===== config.mk =====
export PLATFORM = sky130hd
export DESIGN_NAME = divisor_sum_amicable_abundant_flat
export DESIGN_NICKNAME = d
export VERILOG_FILES = /design/src/hdl/dsa_pkg.sv /design/src/hdl/dsa_if.sv /design/src/hdl/dsa_div.sv /design/src/hdl/divisor_sum_amicable_abundant.sv /design/src/flat_wrapper.sv
export SDC_FILE = /design/constraint.sdc
export NUM_CORES = 1
export LEC_CHECK = 0
export BUFFER_PORTS_ARGS = -buffer_cell sky130_fd_sc_hd__buf_2
export CAP_MARGIN = 10
export CORE_AREA = 3 3 190 192
export CTS_CLUSTER_DIAMETER = 100
export DETAILED_ROUTE_END_ITERATION = 10
export DIE_AREA = 0 0 193 195
export GPL_TIMING_DRIVEN = 0
export MAX_ROUTING_LAYER = met4
export PLACE_DENSITY_LB_ADDON = 0.05
export SETUP_SLACK_MARGIN = 0.1
export SKIP_CTS_REPAIR_TIMING = 1
export SLEW_MARGIN = 20
export SYNTH_ARGS = -nofsm -noshare
export SYNTH_HDL_FRONTEND = slang
export SYNTH_HIERARCHICAL = 1
export SYNTH_SLANG_ARGS = --single-unit

===== constraint.sdc =====
create_clock -name clock -period 9.67 [get_ports clock]
set_clock_uncertainty 0.2 [all_clocks]
set_input_delay 2.901 -clock clock [delete_from_list [all_inputs] [get_ports clock]]
set_output_delay 2.901 -clock clock [all_outputs]
set_load 0.01 [all_outputs]

===== src/hdl/dsa_pkg.sv =====
package dsa_pkg;

   localparam int VALUE_BITS = 31;
   localparam int SUM_BITS   = 34;
   // trial divisor never passes ceil(sqrt(2^VALUE_BITS)) + 1
   localparam int ROOT_BITS  = (VALUE_BITS + 1) / 2 + 1;
   localparam int SQ_BITS    = 2 * ROOT_BITS;
   localparam int CNT_BITS   = $clog2(VALUE_BITS + 1);

   typedef logic [VALUE_BITS-1:0] value_type;
   typedef logic [ROOT_BITS-1:0]  root_type;
   typedef logic [SQ_BITS-1:0]    sq_type;
   typedef logic [SUM_BITS-1:0]   sum_type;
   typedef logic [CNT_BITS-1:0]   cnt_type;

   localparam value_type LIMIT_RESET = '1;

   typedef enum logic [2:0] {
      ST_IDLE,
      ST_TEST,
      ST_DIV,
      ST_ROOT,
      ST_DONE
   } state_type;

   typedef struct packed {
      logic      start;
      value_type dividend;
      root_type  divisor;
   } div_req_type;

   typedef struct packed {
      logic      busy;
      logic      done;
      value_type quotient;
      logic      rem_zero;
   } div_rsp_type;

endpackage


===== src/hdl/dsa_if.sv =====
interface dsa_req_if;
   import dsa_pkg::*;
   logic      valid;
   logic      ready;
   value_type value;
   modport source (output valid, output value, input ready);
   modport sink (input valid, input value, output ready);
endinterface

interface dsa_rsp_if;
   import dsa_pkg::*;
   logic    valid;
   logic    ready;
   sum_type divisor_sum;
   logic    is_abundant;
   logic    is_amicable_lower;
   modport source (output valid, output divisor_sum, output is_abundant,
                   output is_amicable_lower, input ready);
   modport sink (input valid, input divisor_sum, input is_abundant,
                 input is_amicable_lower, output ready);
endinterface

interface dsa_csr_if;
   import dsa_pkg::*;
   logic      valid;
   logic      ready;
   value_type partner_limit;
   modport source (output valid, output partner_limit, input ready);
   modport sink (input valid, input partner_limit, output ready);
endinterface


===== src/hdl/dsa_div.sv =====
module dsa_div (
   input  logic                 clock,
   input  logic                 reset,
   input  dsa_pkg::div_req_type div_req,
   output dsa_pkg::div_rsp_type div_rsp
);
   import dsa_pkg::*;

   logic                 busy_ff, busy_in;
   logic                 done_ff, done_in;
   cnt_type              cnt_ff, cnt_in;
   value_type            quo_ff, quo_in;
   root_type             rem_ff, rem_in;
   root_type             dvs_ff, dvs_in;
   logic [ROOT_BITS:0]   rem_shift;
   logic [ROOT_BITS:0]   rem_diff;
   logic                 fits;

   // restoring division, one quotient bit per cycle
   always_comb begin
      rem_shift = {rem_ff, quo_ff[VALUE_BITS-1]};
      fits      = rem_shift >= {1'b0, dvs_ff};
      rem_diff  = rem_shift - {1'b0, dvs_ff};
      busy_in   = busy_ff;
      done_in   = 1'b0;
      cnt_in    = cnt_ff;
      quo_in    = quo_ff;
      rem_in    = rem_ff;
      dvs_in    = dvs_ff;
      if (div_req.start) begin
         busy_in = 1'b1;
         cnt_in  = CNT_BITS'(VALUE_BITS);
         quo_in  = div_req.dividend;
         rem_in  = '0;
         dvs_in  = div_req.divisor;
      end else if (busy_ff) begin
         quo_in = {quo_ff[VALUE_BITS-2:0], fits};
         rem_in = fits ? rem_diff[ROOT_BITS-1:0] : rem_shift[ROOT_BITS-1:0];
         cnt_in = cnt_ff - CNT_BITS'(1);
         if (cnt_ff == CNT_BITS'(1)) begin
            busy_in = 1'b0;
            done_in = 1'b1;
         end
      end
   end

   always_ff @(posedge clock) begin
      if (reset) begin
         busy_ff <= 1'b0;
         done_ff <= 1'b0;
         cnt_ff  <= '0;
      end else begin
         busy_ff <= busy_in;
         done_ff <= done_in;
         cnt_ff  <= cnt_in;
      end
      quo_ff <= quo_in;
      rem_ff <= rem_in;
      dvs_ff <= dvs_in;
   end

   assign div_rsp.busy     = busy_ff;
   assign div_rsp.done     = done_ff;
   assign div_rsp.quotient = quo_ff;
   assign div_rsp.rem_zero = (rem_ff == '0);

`ifndef SYNTH
   a_busy_count: assert property (@(posedge clock) disable iff (reset)
      busy_ff |-> cnt_ff != '0)
      else $error("divider busy with zero count");
   a_no_restart: assert property (@(posedge clock) disable iff (reset)
      div_req.start |-> !busy_ff)
      else $error("divider restarted while busy");
   a_done_idle: assert property (@(posedge clock) disable iff (reset)
      done_ff |-> !busy_ff)
      else $error("divider done while busy");
`endif

endmodule


===== src/hdl/divisor_sum_amicable_abundant.sv =====
// channel   dir  handshake      payload
// req_chan  in   valid/ready    value[30:0]
// rsp_chan  out  valid/ready    divisor_sum[33:0], is_abundant, is_amicable_lower
// csr_chan  in   valid/ready    partner_limit[30:0] (ready always high)
//
// Each trial divisor d runs through the shared restoring divider (one
// quotient bit per cycle), first over value and then, when the partner sum
// is checked, over divisor_sum as well.
// Synchronous reset clears the sequencer and output valid; partner_limit resets to all ones.
// A finished result sits in the output register; the next item is accepted
// while it waits, and a later result holds until that register frees up.
module divisor_sum_amicable_abundant (
   input logic        clock,
   input logic        reset,
   dsa_req_if.sink    req_chan,
   dsa_rsp_if.source  rsp_chan,
   dsa_csr_if.sink    csr_chan
);
   import dsa_pkg::*;

   localparam root_type D_FIRST   = ROOT_BITS'(2);
   localparam sq_type   SQ_FIRST  = SQ_BITS'(4);
   localparam sum_type  ACC_FIRST = SUM_BITS'(1);

   state_type   state_ff, state_in;
   logic        pass_ff, pass_in;
   value_type   n_ff, n_in;
   value_type   tgt_ff, tgt_in;
   root_type    d_ff, d_in;
   sq_type      sq_ff, sq_in;
   sum_type     acc_ff, acc_in;
   sum_type     sum_ff, sum_in;
   logic        abund_ff, abund_in;
   logic        amic_ff, amic_in;
   value_type   limit_ff;
   logic        rsp_valid_ff, rsp_valid_in;
   sum_type     rsp_sum_ff, rsp_sum_in;
   logic        rsp_abund_ff, rsp_abund_in;
   logic        rsp_amic_ff, rsp_amic_in;

   logic        req_take;
   logic        out_free;
   logic        sq_lt;
   logic        sq_eq;
   sum_type     s_fin;
   logic        go_partner;
   div_req_type div_req;
   div_rsp_type div_rsp;

   dsa_div u_div (
      .clock   (clock),
      .reset   (reset),
      .div_req (div_req),
      .div_rsp (div_rsp)
   );

   assign req_chan.ready = (state_ff == ST_IDLE);
   assign req_take       = req_chan.valid && req_chan.ready;
   assign out_free       = !rsp_valid_ff || rsp_chan.ready;
   assign sq_lt          = sq_ff < SQ_BITS'(tgt_ff);
   assign sq_eq          = sq_ff == SQ_BITS'(tgt_ff);
   // root added once when the loop stops exactly on it
   assign s_fin          = acc_ff + (sq_eq ? SUM_BITS'(d_ff) : '0);
   assign go_partner     = (s_fin > SUM_BITS'(n_ff)) && (s_fin <= SUM_BITS'(limit_ff));

   assign div_req.start    = (state_ff == ST_TEST) && sq_lt;
   assign div_req.dividend = tgt_ff;
   assign div_req.divisor  = d_ff;

   assign csr_chan.ready = 1'b1;

   // next state
   always_comb begin
      state_in = state_ff;
      unique case (state_ff)
         ST_IDLE: if (req_take) state_in = ST_TEST;
         ST_TEST: state_in = sq_lt ? ST_DIV : ST_ROOT;
         ST_DIV:  if (div_rsp.done) state_in = ST_TEST;
         ST_ROOT: state_in = (!pass_ff && go_partner) ? ST_TEST : ST_DONE;
         ST_DONE: if (out_free) state_in = ST_IDLE;
         default: state_in = ST_IDLE;
      endcase
   end

   // datapath and outputs
   always_comb begin
      pass_in      = pass_ff;
      n_in         = n_ff;
      tgt_in       = tgt_ff;
      d_in         = d_ff;
      sq_in        = sq_ff;
      acc_in       = acc_ff;
      sum_in       = sum_ff;
      abund_in     = abund_ff;
      amic_in      = amic_ff;
      rsp_valid_in = rsp_valid_ff && !rsp_chan.ready;
      rsp_sum_in   = rsp_sum_ff;
      rsp_abund_in = rsp_abund_ff;
      rsp_amic_in  = rsp_amic_ff;
      unique case (state_ff)
         ST_IDLE: begin
            if (req_take) begin
               pass_in = 1'b0;
               n_in    = req_chan.value;
               tgt_in  = req_chan.value;
               d_in    = D_FIRST;
               sq_in   = SQ_FIRST;
               acc_in  = ACC_FIRST;
            end
         end
         ST_TEST: begin
         end
         ST_DIV: begin
            if (div_rsp.done) begin
               if (div_rsp.rem_zero) begin
                  acc_in = acc_ff + SUM_BITS'(d_ff) + SUM_BITS'(div_rsp.quotient);
               end
               // (d+1)^2 = d^2 + 2d + 1
               sq_in = sq_ff + SQ_BITS'({d_ff, 1'b1});
               d_in  = d_ff + ROOT_BITS'(1);
            end
         end
         ST_ROOT: begin
            if (!pass_ff) begin
               sum_in   = s_fin;
               abund_in = s_fin > SUM_BITS'(n_ff);
               amic_in  = 1'b0;
               if (go_partner) begin
                  pass_in = 1'b1;
                  tgt_in  = s_fin[VALUE_BITS-1:0];
                  d_in    = D_FIRST;
                  sq_in   = SQ_FIRST;
                  acc_in  = ACC_FIRST;
               end
            end else begin
               amic_in = (s_fin == SUM_BITS'(n_ff));
            end
         end
         ST_DONE: begin
            if (out_free) begin
               rsp_valid_in = 1'b1;
               rsp_sum_in   = sum_ff;
               rsp_abund_in = abund_ff;
               rsp_amic_in  = amic_ff;
            end
         end
         default: begin
         end
      endcase
   end

   always_ff @(posedge clock) begin
      if (reset) begin
         state_ff     <= ST_IDLE;
         pass_ff      <= 1'b0;
         rsp_valid_ff <= 1'b0;
         limit_ff     <= LIMIT_RESET;
      end else begin
         state_ff     <= state_in;
         pass_ff      <= pass_in;
         rsp_valid_ff <= rsp_valid_in;
         if (csr_chan.valid && csr_chan.ready) begin
            limit_ff <= csr_chan.partner_limit;
         end
      end
      n_ff         <= n_in;
      tgt_ff       <= tgt_in;
      d_ff         <= d_in;
      sq_ff        <= sq_in;
      acc_ff       <= acc_in;
      sum_ff       <= sum_in;
      abund_ff     <= abund_in;
      amic_ff      <= amic_in;
      rsp_sum_ff   <= rsp_sum_in;
      rsp_abund_ff <= rsp_abund_in;
      rsp_amic_ff  <= rsp_amic_in;
   end

   assign rsp_chan.valid             = rsp_valid_ff;
   assign rsp_chan.divisor_sum       = rsp_sum_ff;
   assign rsp_chan.is_abundant       = rsp_abund_ff;
   assign rsp_chan.is_amicable_lower = rsp_amic_ff;

`ifndef SYNTH
   a_div_running: assert property (@(posedge clock) disable iff (reset)
      state_ff == ST_DIV |-> div_rsp.busy || div_rsp.done)
      else $error("waiting on divider that is not running");
   a_partner_abundant: assert property (@(posedge clock) disable iff (reset)
      (state_ff == ST_ROOT) && pass_ff |-> sum_ff > SUM_BITS'(n_ff))
      else $error("partner pass on a sum that is not abundant");
   a_square_track: assert property (@(posedge clock) disable iff (reset)
      state_ff == ST_TEST |-> sq_ff == SQ_BITS'(d_ff) * SQ_BITS'(d_ff))
      else $error("running square lost track of divisor");
`endif

endmodule


===== src/flat_wrapper.sv =====
// flat-port wrapper written by rule: the top's interface ports become plain ports
module divisor_sum_amicable_abundant_flat import dsa_pkg::*;
  (clock, reset, req_chan_valid, req_chan_value, req_chan_ready, rsp_chan_valid, rsp_chan_divisor_sum, rsp_chan_is_abundant, rsp_chan_is_amicable_lower, rsp_chan_ready, csr_chan_valid, csr_chan_partner_limit, csr_chan_ready);
  dsa_req_if req_chan_i ();
  dsa_rsp_if rsp_chan_i ();
  dsa_csr_if csr_chan_i ();
  input logic clock;
  input logic reset;
  input wire logic [$bits(req_chan_i.valid)-1:0] req_chan_valid;
  input wire logic [$bits(req_chan_i.value)-1:0] req_chan_value;
  output wire logic [$bits(req_chan_i.ready)-1:0] req_chan_ready;
  output wire logic [$bits(rsp_chan_i.valid)-1:0] rsp_chan_valid;
  output wire logic [$bits(rsp_chan_i.divisor_sum)-1:0] rsp_chan_divisor_sum;
  output wire logic [$bits(rsp_chan_i.is_abundant)-1:0] rsp_chan_is_abundant;
  output wire logic [$bits(rsp_chan_i.is_amicable_lower)-1:0] rsp_chan_is_amicable_lower;
  input wire logic [$bits(rsp_chan_i.ready)-1:0] rsp_chan_ready;
  input wire logic [$bits(csr_chan_i.valid)-1:0] csr_chan_valid;
  input wire logic [$bits(csr_chan_i.partner_limit)-1:0] csr_chan_partner_limit;
  output wire logic [$bits(csr_chan_i.ready)-1:0] csr_chan_ready;
  assign req_chan_i.valid = req_chan_valid;
  assign req_chan_i.value = req_chan_value;
  assign req_chan_ready = req_chan_i.ready;
  assign rsp_chan_valid = rsp_chan_i.valid;
  assign rsp_chan_divisor_sum = rsp_chan_i.divisor_sum;
  assign rsp_chan_is_abundant = rsp_chan_i.is_abundant;
  assign rsp_chan_is_amicable_lower = rsp_chan_i.is_amicable_lower;
  assign rsp_chan_i.ready = rsp_chan_ready;
  assign csr_chan_i.valid = csr_chan_valid;
  assign csr_chan_i.partner_limit = csr_chan_partner_limit;
  assign csr_chan_ready = csr_chan_i.ready;
  divisor_sum_amicable_abundant u_core (.clock(clock), .reset(reset), .req_chan(req_chan_i), .rsp_chan(rsp_chan_i), .csr_chan(csr_chan_i));
endmodule

Word level (Yosys, flattened, before mapping). Index checks and enable logic that the tools add are counted. W data, S select, Z words.

Bits in registers: 327. Bits in latches: 0. Bits in writable memories: 0. ROM bits: 0. Input port bits: 67. Output and inout port bits: 39. Word-level logic and storage cells: 112. Memories: 0.

Add/subtract/negate cells: 7. $mul: 0. Divide/modulo/power cells: 0. $lt $le $gt $ge: 4. Equal/unequal tests: 13. Shifts and indexed selects: 0. Muxes and demuxes: 42. Bitwise logic cells: 2. Reduce and logical (&&, ||, !) cells: 23.

Operators with widths (count): $mux W34 (9); $pmux W34 S3 (2); $mux W31 (5); $mux W17 (6); $eq A34 B31 Y1 (2); $pmux W31 S2 (1); $pmux W17 S3 (1); $add A34 B17 Y34 (1); $add A34 B18 Y34 (1); $add A34 B31 Y34 (1); $add A34 B34 Y34 (1); $gt A34 B31 Y1 (1); $le A34 B31 Y1 (1); $lt A34 B31 Y1 (1); $ge A18 B17 Y1 (1); $add A17 B1 Y17 const B (1); $logic_not A17 Y1 (1); $sub A17 B17 Y17 (1); $pmux W3 S5 (1); $mux W3 (4); $mux W1 (10); $mux W5 (2); $reduce_and A2 Y1 (4); $eq A3 B2 Y1 const B (2); 19 further kinds (31).

Depth between registers and ports, before layout. Gate-level depths: netlist (run 1).

Word-level depth: 8. Depth in mapped cells: 27. Depth with buffers taken out: 26.

By module. Netlist (run 1), hierarchy kept.

By module, submodules not included: divisor_sum_amicable_abundant (instances 1, cells each 1476, area an instance 15803.9 um^2, seq. area each 7297.0 um^2); dsa_div (instances 1, cells each 338, area an instance 3768.6 um^2, seq. area each 1921.8 um^2).

Worst setup path before layout (run 1). Ideal clock, no wire load.

Path kind: reg2reg. Start: register u_core.sq_ff[19]. End: register u_core.d_ff[0] (enable). Library setup time: 410 ps. Arrival: 7280 ps. Data required time: 9060 ps. Slack: 1780 ps. Cell stages (with the launch flop): 27. Path buffers: 2. Period minus slack after synthesis: 7890 ps. Cells stage by stage: edfxtp_1 -> ha_1 -> nand4_1 -> or2_1 -> or4_1 -> nor4_1 -> clkbuf_1 -> nand2_1 -> inv_1 -> ha_1 -> a211oi_1 -> o211ai_1 -> a2111oi_2 -> o31ai_2 -> and2_1 -> clkbuf_1 -> nand2_1 -> xnor2_1 -> ha_1 -> a21o_1 -> a21o_1 -> a211oi_1 -> o211ai_1 -> a211o_1 -> a22oi_1 -> o311ai_1 -> nand2_1.

Cells in the longest elaborated chain, start to end: 7. Elaborated cells between the ends (all ways): 8. Classes of those cells: add/sub (1); order compare (2); eq/ne (2); mux (1); reduce/logical (2).

Ends and longest elaborated chain: start: declaration (line divisor_sum_amicable_abundant.sv:30) `sq_type sq_ff, sq_in;`; start signal: assignment (line divisor_sum_amicable_abundant.sv:169) `sq_ff <= sq_in;`; $eq A34 B31 Y1 * (line divisor_sum_amicable_abundant.sv:61) `assign sq_eq = sq_ff == SQ_BITS'(tgt_ff);`; $mux W17 * (line divisor_sum_amicable_abundant.sv:63) `assign s_fin = acc_ff + (sq_eq ? SUM_BITS'(d_ff) : '0);`; $add A34 B34 Y34 * (line divisor_sum_amicable_abundant.sv:63); via u_core.s_fin[27] (line divisor_sum_amicable_abundant.sv:45) `sum_type s_fin;`; $gt A34 B31 Y1 / $le A34 B31 Y1 (equally long branches) (line divisor_sum_amicable_abundant.sv:64) `assign go_partner = (s_fin > SUM_BITS'(n_ff)) && (s_fin <= SUM_BITS'(limit_ff));`; $logic_and A1 B1 Y1 * (line divisor_sum_amicable_abundant.sv:64); $ne A2 B1 Y1 (no source line) *; $reduce_and A5 Y1 (no source line) *; end signal: assignment (line divisor_sum_amicable_abundant.sv:168) `d_ff <= d_in;`; end: declaration (line divisor_sum_amicable_abundant.sv:29) `root_type d_ff, d_in;`.

The timed path passes the listed nets; every way through them passes the cells marked *. A chain may end at the register's enable or synchronous reset.

Final worst setup path (run 1).
Start: register u_core.sq_ff[21]. End: register u_core.acc_ff[4] (enable).

Cells in the longest elaborated chain, start to end: 7. Elaborated cells between the ends (all ways): 8. Classes of those cells: add/sub (1); order compare (2); eq/ne (2); mux (1); reduce/logical (2).

Ends and longest elaborated chain: $eq A34 B31 Y1 * (line divisor_sum_amicable_abundant.sv:61); $mux W17 * (line divisor_sum_amicable_abundant.sv:63); $add A34 B34 Y34 * (line divisor_sum_amicable_abundant.sv:63); via u_core.s_fin[26] (line divisor_sum_amicable_abundant.sv:45); $gt A34 B31 Y1 / $le A34 B31 Y1 (equally long branches) (line divisor_sum_amicable_abundant.sv:64); $logic_and A1 B1 Y1 * (line divisor_sum_amicable_abundant.sv:64); $ne A2 B1 Y1 (no source line) *; $reduce_and A6 Y1 (no source line) *; end signal: assignment (line divisor_sum_amicable_abundant.sv:170) `acc_ff <= acc_in;`; end: declaration (line divisor_sum_amicable_abundant.sv:31) `sum_type acc_ff, acc_in;`.

Marked as above.

==> reports/metrics.cfg, run 1 <==
[run_status]
status=completed

[power_and_ir_drop]
p_total_mw=4.95
p_leak_nw=9.40
peakVddDrop_uv=171
power.density_nw_per_um2=224

[cells_and_area]
drive_gt1_share_pct=13.7
regArea_sq_um=9220
final_nets=2252
fillers=2830
diodes=0
syn2layout_area_growth_pct=13.0
final_cell_area_sq_um=22100
final_util_pct=64.0
multi_input_area_sq_um=9660

[sta]
worst_slew_pin_slew_ns=0.965
finalMaxSlewViolations=0
hold_violations=0
period_minus_slack_ns=8.91
fin_crit_sh_pct=92.1
max_freq_mhz=112
max_slew_margin_pct=35.6
fin_hold_ws_ns=0.213
rsz0062_at_grt=false
setup_violations=0

[detailed_routing]
drc_errors=0
drt-pass1-iter-count=7
ant_nets=0
drt-total-wl_um=49000
wl_per_cell_um=19.9
vias_per_cell=5.89
drt_iter0_markers=958
dr_total_vias=14468

[global_route]
grt_overflow=0
track_usage_pct=26.3
antenna_found_initial=0
grt_start_max_net_pins=52
grt_pass1_vias=13683
grt_pass1_wl_um=75000

[place]
place_area_sq_um=20800
hpwl_um=36800
port_buffers=103
gp_congestion=0.915

[synth]
yosys_warnings=6
synthCells=1813
syn_area_sq_um=19600
avgSynthCellArea_sq_um=10.8
syn-num-nets=2093

[critical_path]
arrival_ns=9.01
r2r-start=u_core/sq_ff[21]
critical_path_class=flip-flop to flip-flop
max_stage_delay_ns=0.64
regToRegSetupSlack_ns=0.76
startpoint_type=flip-flop
critical_path_required_ns=9.77
reg2reg_to=u_core/acc_ff[4]
end_kind=flip-flop
cp_slowest_cell=or4_1
worstPathMaxFanout=25
cpMostUsedCell=ha_1
reg2reg_depth=27

[flow_run]
drv_cap=0

[worst_hold_path]
hold_path_depth=0
min_to=u_core/rsp_chan.is_abundant
worstHoldStart=u_core/abund_ff
hp-class=flip-flop to flip-flop

[clocking]
clock-sinks=327
clk_pin_slew_ns=0.06
root_buffer=clkbuf_16
cts_tree=done
cts.path.max_buffers=3
cts_buffers=39
htree_levels=2
clkLatencyLatePin_ns=0.56

[floorplanning]
top_level_ports=106
die_x_um=193
initial_utilization_pct=56.6
die_height_um=195
core.rowCount=68
die_area_sq_um=37600
core_area_sq_um=34500

[power by group]
group | internal [mW] | total, mW | switching [mW]
registers | 1.75 | 1.92 | 0.175
logic | 0.639 | 1.61 | 0.970
clock network | 0.832 | 1.42 | 0.588
[how the worst max path moves through the flow]
stage,from,slack (ns),endpoint
after global placement,u_core/sq_ff[19],-1.33,u_core/sq_ff[2]
after global routing,u_core/sq_ff[19],0.24,u_core/acc_ff[4]
after floorplan,u_core/sq_ff[19],1.78,u_core/d_ff[0]
after CTS,u_core/sq_ff[19],-0.40,u_core/tgt_ff[3]
after detailed placement,u_core/sq_ff[19],-0.34,u_core/tgt_ff[3]
final,u_core/sq_ff[21],0.76,u_core/acc_ff[4]
[metal layers]
metal	share of wire, %	global-route usage (%)
met2	47	41.3
met4	2.1	6.80
met1	45	36.2
met5	0	-
met3	6.2	3.90
[registers in the layout (all words and copies together) (netlist names), 31 cells and up]
signal,count
u_core/acc_ff,34
u_core/limit_ff,31
u_core/n_ff,31
u_core/rsp_chan.divisor_sum,34
u_core/sq_ff,34
u_core/sum_ff,34
u_core/tgt_ff,31
u_core/u_div/quo_ff,31
[metrics by stage]
stage | setup TNS (ns) | setup slack [ns] | std cells
floorplan | 0 | 1.78 | 1813
global placement | -130.09 | -1.33 | 2371
detailed placement | -34.61 | -0.343 | 2376
CTS | -40.90 | -0.399 | 2447
global route | 0 | 0.237 | 2457
finish | 0 | 0.762 | 2457
[worst max-delay path, delay by kind of cell, from the launching register on]
family	cells	cell delay [ns]
fa+ha+maj	4	1.21
buf+inv	3	0.42
flops	1	0.46
xor+xnor	1	0.45
simple gates	12	3.71
compound gates	7	2.16
[placed cells by master, fill, tap and decap left out, types with 9 or more instances in the layout]
| cell type | instances |
|---|---|
| a211oi_1 | 20 |
| a21o_1 | 53 |
| a21oi_1 | 95 |
| and2_1 | 23 |
| and3_1 | 10 |
| buf_2 | 106 |
| buf_4 | 11 |
| clkbuf_1 | 50 |
| clkbuf_16 | 39 |
| clkinv_2 | 10 |
| dfxtp_1 | 60 |
| edfxtp_1 | 267 |
| fa_1 | 21 |
| ha_1 | 192 |
| inv_1 | 154 |
| mux2_2 | 51 |
| nand2_1 | 141 |
| nand2b_1 | 18 |
| nand3_1 | 50 |
| nand4_1 | 38 |
| nor2_1 | 137 |
| nor2b_1 | 18 |
| nor3_1 | 29 |
| nor3b_1 | 11 |
| nor4_1 | 9 |
| o211ai_1 | 47 |
| o21ai_0 | 52 |
| o21bai_1 | 10 |
| or3_1 | 15 |
| xnor2_1 | 49 |
| xor2_1 | 47 |
[final cells by class]
| cell class | count | area share, % |
|---|---|---|
| buffer | 52 | 0.956 |
| clock buffer | 53 | 4.83 |
| clock inverter | 18 | 0.713 |
| inverter | 156 | 2.65 |
| multi-input combinational | 1282 | 43.7 |
| sequential | 327 | 41.7 |
| tap | 455 | 2.58 |
| timing repair buffer | 114 | 2.88 |
Note: power is estimated with default switching activity, not from simulation.
==> run 2: changes to the inputs <==
--- a/config.mk
+++ b/config.mk
@@ -12,7 +12,6 @@
 export DETAILED_ROUTE_END_ITERATION = 10
 export DIE_AREA = 0 0 193 195
 export GPL_TIMING_DRIVEN = 0
-export MAX_ROUTING_LAYER = met4
 export PLACE_DENSITY_LB_ADDON = 0.05
 export SETUP_SLACK_MARGIN = 0.1
 export SKIP_CTS_REPAIR_TIMING = 1
==> run 2 against run 1 <==
Combinational power barely moved. Count of clock-buffer cells in the layout did not move. Final area fell by 0.11%. Utilization fell by 0.072 points. Non-clock buffer count fell by 3. Sequential power barely moved. Maximum frequency fell by 1.0%. First-iteration DRC count rose by 14%. Clock power barely moved. Register-to-register slack got worse by 0.09 ns. Worst hold slack improved by 0.0047 ns. Final cell count fell by 0.28%.
==> reports/metrics.cfg, run 2 (synthesis gave the netlist of run 1 again) <==
[run_status]
status=completed

[critical_path]
critical_path_required_ns=9.65
regToRegSetupSlack_ns=0.67
endpoint=u_core/tgt_ff[29]
startpoint_type=flip-flop
cpMostUsedCell=ha_1
end_kind=flip-flop
reg2reg_depth=26
critPathBufInv=3
cp.depth=26
worstPathMaxFanout=15
cp_slowest_cell=or4_1
startpoint=u_core/sq_ff[21]
arrival_ns=8.98
max_stage_delay_ns=0.65
critical_path_class=flip-flop to flip-flop
reg2reg_to=u_core/tgt_ff[29]
path_delay_family=simple AND/OR/NAND/NOR gates
r2r-start=u_core/sq_ff[21]

[global_route]
use_met2_pct=41.1
grt_pass1_wl_um=75400
track_usage_pct=25.7
grt_pass1_vias=14052
grt_util_met1_pct=36.4
grtUsageMet3_pct=3.11
grt_start_max_net_pins=52
antenna_found_initial=1
grt_overflow=0
grt_busiest_layer=met2

[floorplanning]
core.rowCount=68
die_x_um=193
core_area_sq_um=34500
die_height_um=195
die_area_sq_um=37600
top_level_ports=106
initial_utilization_pct=56.6

[power_and_ir_drop]
p_total_mw=4.93
p_leak_nw=9.37
peakVddDrop_uv=167
power.density_nw_per_um2=223

[sta]
fin_hold_ws_ns=0.218
period_minus_slack_ns=9.00
fin_crit_sh_pct=93.1
setup-tns-final_ns=0
setup_violations=0
max_freq_mhz=111
hold_violations=0
max_slew_margin_pct=37.2
worst_slack_ns=0.670
rsz0062_at_grt=true
finalMaxSlewViolations=0
worst_slew_pin_slew_ns=0.927

[place]
gp_congestion=0.881
port_buffers=103
hpwl_um=36900
pre_cts_slack_ns=-0.385

[clocking]
htree_levels=2
clkLatencyLatePin_ns=0.56
cts.path.max_buffers=3
cts_tree=done
clk_pin_slew_ns=0.06
cts_buffers=37
clock-sinks=327
root_buffer=clkbuf_16

[cells_and_area]
diodes=0
final_nets=2246
drive_gt1_share_pct=13.4
multi_input_area_sq_um=9660
syn2layout_area_growth_pct=12.9
fillers=2850
final_util_pct=63.9
layout_commonest_cell=edfxtp_1
regArea_sq_um=9220
layout_common_cells=267 x edfxtp_1, 192 x ha_1, 154 x inv_1

[worst_hold_path]
hp-class=flip-flop to flip-flop

[flow_run]
drv_cap=0

[detailed_routing]
ant_nets=0
vias_per_cell=5.86
drc_errors=0
wl_per_cell_um=19.9
drt-pass1-iter-count=6
drt-total-wl_um=48800
drt_iter0_markers=1094
dr_total_vias=14369

-- run 2: area by class of cell --
| class | instances | share of cell area [%] |
|---|---|---|
| plain buffers | 52 | 0.952 |
| clock buffers | 53 | 4.70 |
| clock inverters | 15 | 0.810 |
| inverters | 156 | 2.65 |
| multi-input cells | 1281 | 43.8 |
| flip-flops and latches | 327 | 41.7 |
| well taps | 455 | 2.58 |
| repair buffers | 111 | 2.81 |
-- run 2: report_power, final --
part | leakage (nW) | internal, mW | total, mW | switching (mW)
Sequential | 2.99 | 1.75 | 1.92 | 0.175
Combinational | 5.78 | 0.638 | 1.60 | 0.965
Clock | 0.597 | 0.835 | 1.41 | 0.573
-- run 2: worst min-delay path by stage --
stage,start,to,slack (ns),cells after the start
finish,u_core/sum_ff[27],u_core/rsp_chan.divisor_sum[27],0.22,0
global route,u_core/sum_ff[19],u_core/rsp_chan.divisor_sum[19],0.22,0
CTS,u_core/sum_ff[27],u_core/rsp_chan.divisor_sum[27],0.22,0
detailed placement,u_core/sum_ff[27],u_core/rsp_chan.divisor_sum[27],0.20,0
global placement,u_core/sum_ff[28],u_core/rsp_chan.divisor_sum[28],0.20,0
floorplan,u_core/sum_ff[0],u_core/rsp_chan.divisor_sum[0],0.20,0
-- run 2: through the flow --
step,instance area (sq um),cells
final,22100,2450
after global routing,22100,2450
after CTS,22000,2444
after detailed placement,20800,2376
after global placement,20600,2371
after floorplan,19600,1813
-- run 2: worst register-to-register path, delay by kind of cell (launching register included) --
kind	cells	cell delay, ns
xor+xnor	1	0.40
flops	1	0.45
simple gates	12	3.87
compound gates	7	2.24
buf+inv	3	0.73
fa+ha+maj	3	0.72
-- run 2: per-layer routing --
metal | vias up | share of wire [%]
li1 | 6987 | -
met1 | 6910 | 45
met2 | 389 | 46
met3 | 83 | 5.5
met4 | 0 | 3.0
met5 | - | 0
==> run 3: changes to the inputs <==
--- a/config.mk
+++ b/config.mk
@@ -7,10 +7,10 @@
 export LEC_CHECK = 0
 export BUFFER_PORTS_ARGS = -buffer_cell sky130_fd_sc_hd__buf_2
 export CAP_MARGIN = 10
-export CORE_AREA = 3 3 190 192
+export CORE_AREA = 3 3 169 204
 export CTS_CLUSTER_DIAMETER = 100
 export DETAILED_ROUTE_END_ITERATION = 10
-export DIE_AREA = 0 0 193 195
+export DIE_AREA = 0 0 172 207
 export GPL_TIMING_DRIVEN = 0
 export PLACE_DENSITY_LB_ADDON = 0.05
 export SETUP_SLACK_MARGIN = 0.1
==> run 3 against run 2 <==
Critical path depth shrank 1. Worst hold slack gained 0.0019 ns. Utilization grew 2.9 points. Register-to-register slack lost 0.10 ns. Critical endpoint is now u_core/d_ff[15]. Sequential power is essentially flat. Final cell count shrank 1.9%. Non-clock buffer count shrank 1. Worst setup slack lost 0.10 ns. Count of clock-buffer cells in the layout shrank 7. Critical path type unchanged. Clock power shrank 3%. Via count grew 0.35%. First-iteration DRC count shrank 14%.
==> reports/metrics.cfg, run 3 (synthesis gave the netlist of run 1 again) <==
[critical_path]
critical_path_class=flip-flop to flip-flop
arrival_ns=9.03
startpoint=u_core/sq_ff[19]
worstPathMaxFanout=13
critical_path_required_ns=9.60
startpoint_type=flip-flop
end_kind=flip-flop
r2r-start=u_core/sq_ff[19]

[global_route]
grt_overflow=0
grt_pass1_vias=13887
grt_pass1_wl_um=74600
grt_start_max_net_pins=52
track_usage_pct=26.7
antenna_found_initial=1

[detailed_routing]
vias_per_cell=6.00
ant_nets=0
drc_errors=0
drt_iter0_markers=945
drt-pass1-iter-count=5
dr_total_vias=14419
wl_per_cell_um=20.1
drt-total-wl_um=48300

[power_and_ir_drop]
p_leak_nw=9.34
power.density_nw_per_um2=222
peakVddDrop_uv=152

[floorplanning]
die_area_sq_um=35600
initial_utilization_pct=59.5
die_x_um=172
core.rowCount=73
core_area_sq_um=32900
top_level_ports=106
die_height_um=207

[clocking]
root_buffer=clkbuf_16
cts_buffers=36
htree_levels=2
clock-sinks=327
cts.path.max_buffers=3
cts_tree=done
clk_pin_slew_ns=0.06
clkLatencyLatePin_ns=0.54

[cells_and_area]
drive_gt1_share_pct=13.4
layout_commonest_cell=edfxtp_1
layout_common_cells=267 x edfxtp_1, 192 x ha_1, 154 x inv_1
layoutNonFillerInstCount=2403
syn2layout_area_growth_pct=12.3
fillers=2563
final_nets=2244

[place]
gp_congestion=0.895
pre_cts_slack_ns=-0.451
hpwl_um=36500
dp_cells=2333
port_buffers=103

[worst_hold_path]
worstHoldStart=u_core/sum_ff[28]
hp-class=flip-flop to flip-flop

[sta]
max_freq_mhz=110
finalMaxSlewViolations=0
hold_violations=0
setup_violations=0
worst_slack_ns=0.566
rsz0062_at_grt=true
max_slew_margin_pct=17.5
fin_crit_sh_pct=94.2
period_minus_slack_ns=9.10
worst_slew_pin_slew_ns=1.24

[run_status]
status=completed

[flow_run]
drv_cap=0

run 3: changes by cell type in the layout (fill, tap and decap cells not counted), moves of 2 or more:
cell        before  now
clkinvlp_4       1    3
buf_4            8    5
clkbuf_1        53   46
clkbuf_16       38   36
clkbuf_8         3    5
run 3: critical path: stages (launching register included):
cell and delay, ns:
edfxtp_1 0.48, ha_1 0.35, nand4_1 0.09, or2_1 0.30, or4_1 0.63, nor4_4 0.49, clkbuf_1 0.34, nand2_1 0.16
inv_1 0.10, ha_1 0.24, a211oi_1 0.29, o211ai_1 0.22, a2111oi_2 0.54, o31ai_2 0.21, and2_1 0.20, clkbuf_1 0.17
xor2_1 0.52, ha_1 0.25, nand4_1 0.12, nor4_2 0.46, nand3_1 0.27, nand4b_1 0.40, o311ai_1 0.32, a22oi_1 0.37
o311ai_2 0.43, nand2_2 0.53
run 3: metrics by stage:
step	util, %	hold WS, ns	total power [mW]	cell area [sq um]	TNS (ns)
global route	66.8	0.227	5.17	22000	0
detailed placement	63.0	0.205	3.49	20700	-26.97
floorplan	-	0.200	3.07	19600	0
global placement	62.6	0.201	3.44	20600	-124.75
CTS	66.6	0.221	4.87	21900	-32.63
finish	66.8	0.220	4.88	22000	0
run 3: worst paths after layout:
| check | to | slack (ns) | cells after the start |
|---|---|---|---|
| worst min-delay path | u_core/rsp_chan.divisor_sum[28] | 0.22 | 0 |
| worst max-delay path | u_core/d_ff[15] | 0.57 | 25 |
| worst min register to register | u_core/rsp_chan.divisor_sum[28] | 0.22 | 0 |
| worst max register to register | u_core/d_ff[15] | 0.57 | 25 |
run 3: final cells by class:
cell class | instances | area [sq um] | share of cell area [%]
plain buffers | 52 | 210 | 0.956
multi-input cells | 1281 | 9640 | 43.9
well taps | 412 | 515 | 2.35
clock inverters | 18 | 185 | 0.842
diodes | 1 | 2.50 | 0.0114
repair buffers | 110 | 629 | 2.86
flip-flops and latches | 327 | 9220 | 41.9
clock buffers | 46 | 988 | 4.50
inverters | 156 | 586 | 2.66
run 3: power by group:
part           switching [mW]  total (mW)  internal (mW)  leakage, nW
sequential              0.171        1.92           1.75         2.99
combinational           0.952        1.59          0.638         5.77
clock                   0.562        1.37          0.806        0.574
total                    1.69        4.88           3.19         9.34
run 3: metal layers:
metal	vias to the layer above	GRT usage, %	routed length [um]
met4	0	9.28	1550
met3	84	4.08	2860
li1	6966	-	-
met5	-	0	0
met2	399	44.3	23700
met1	6970	35.6	20100
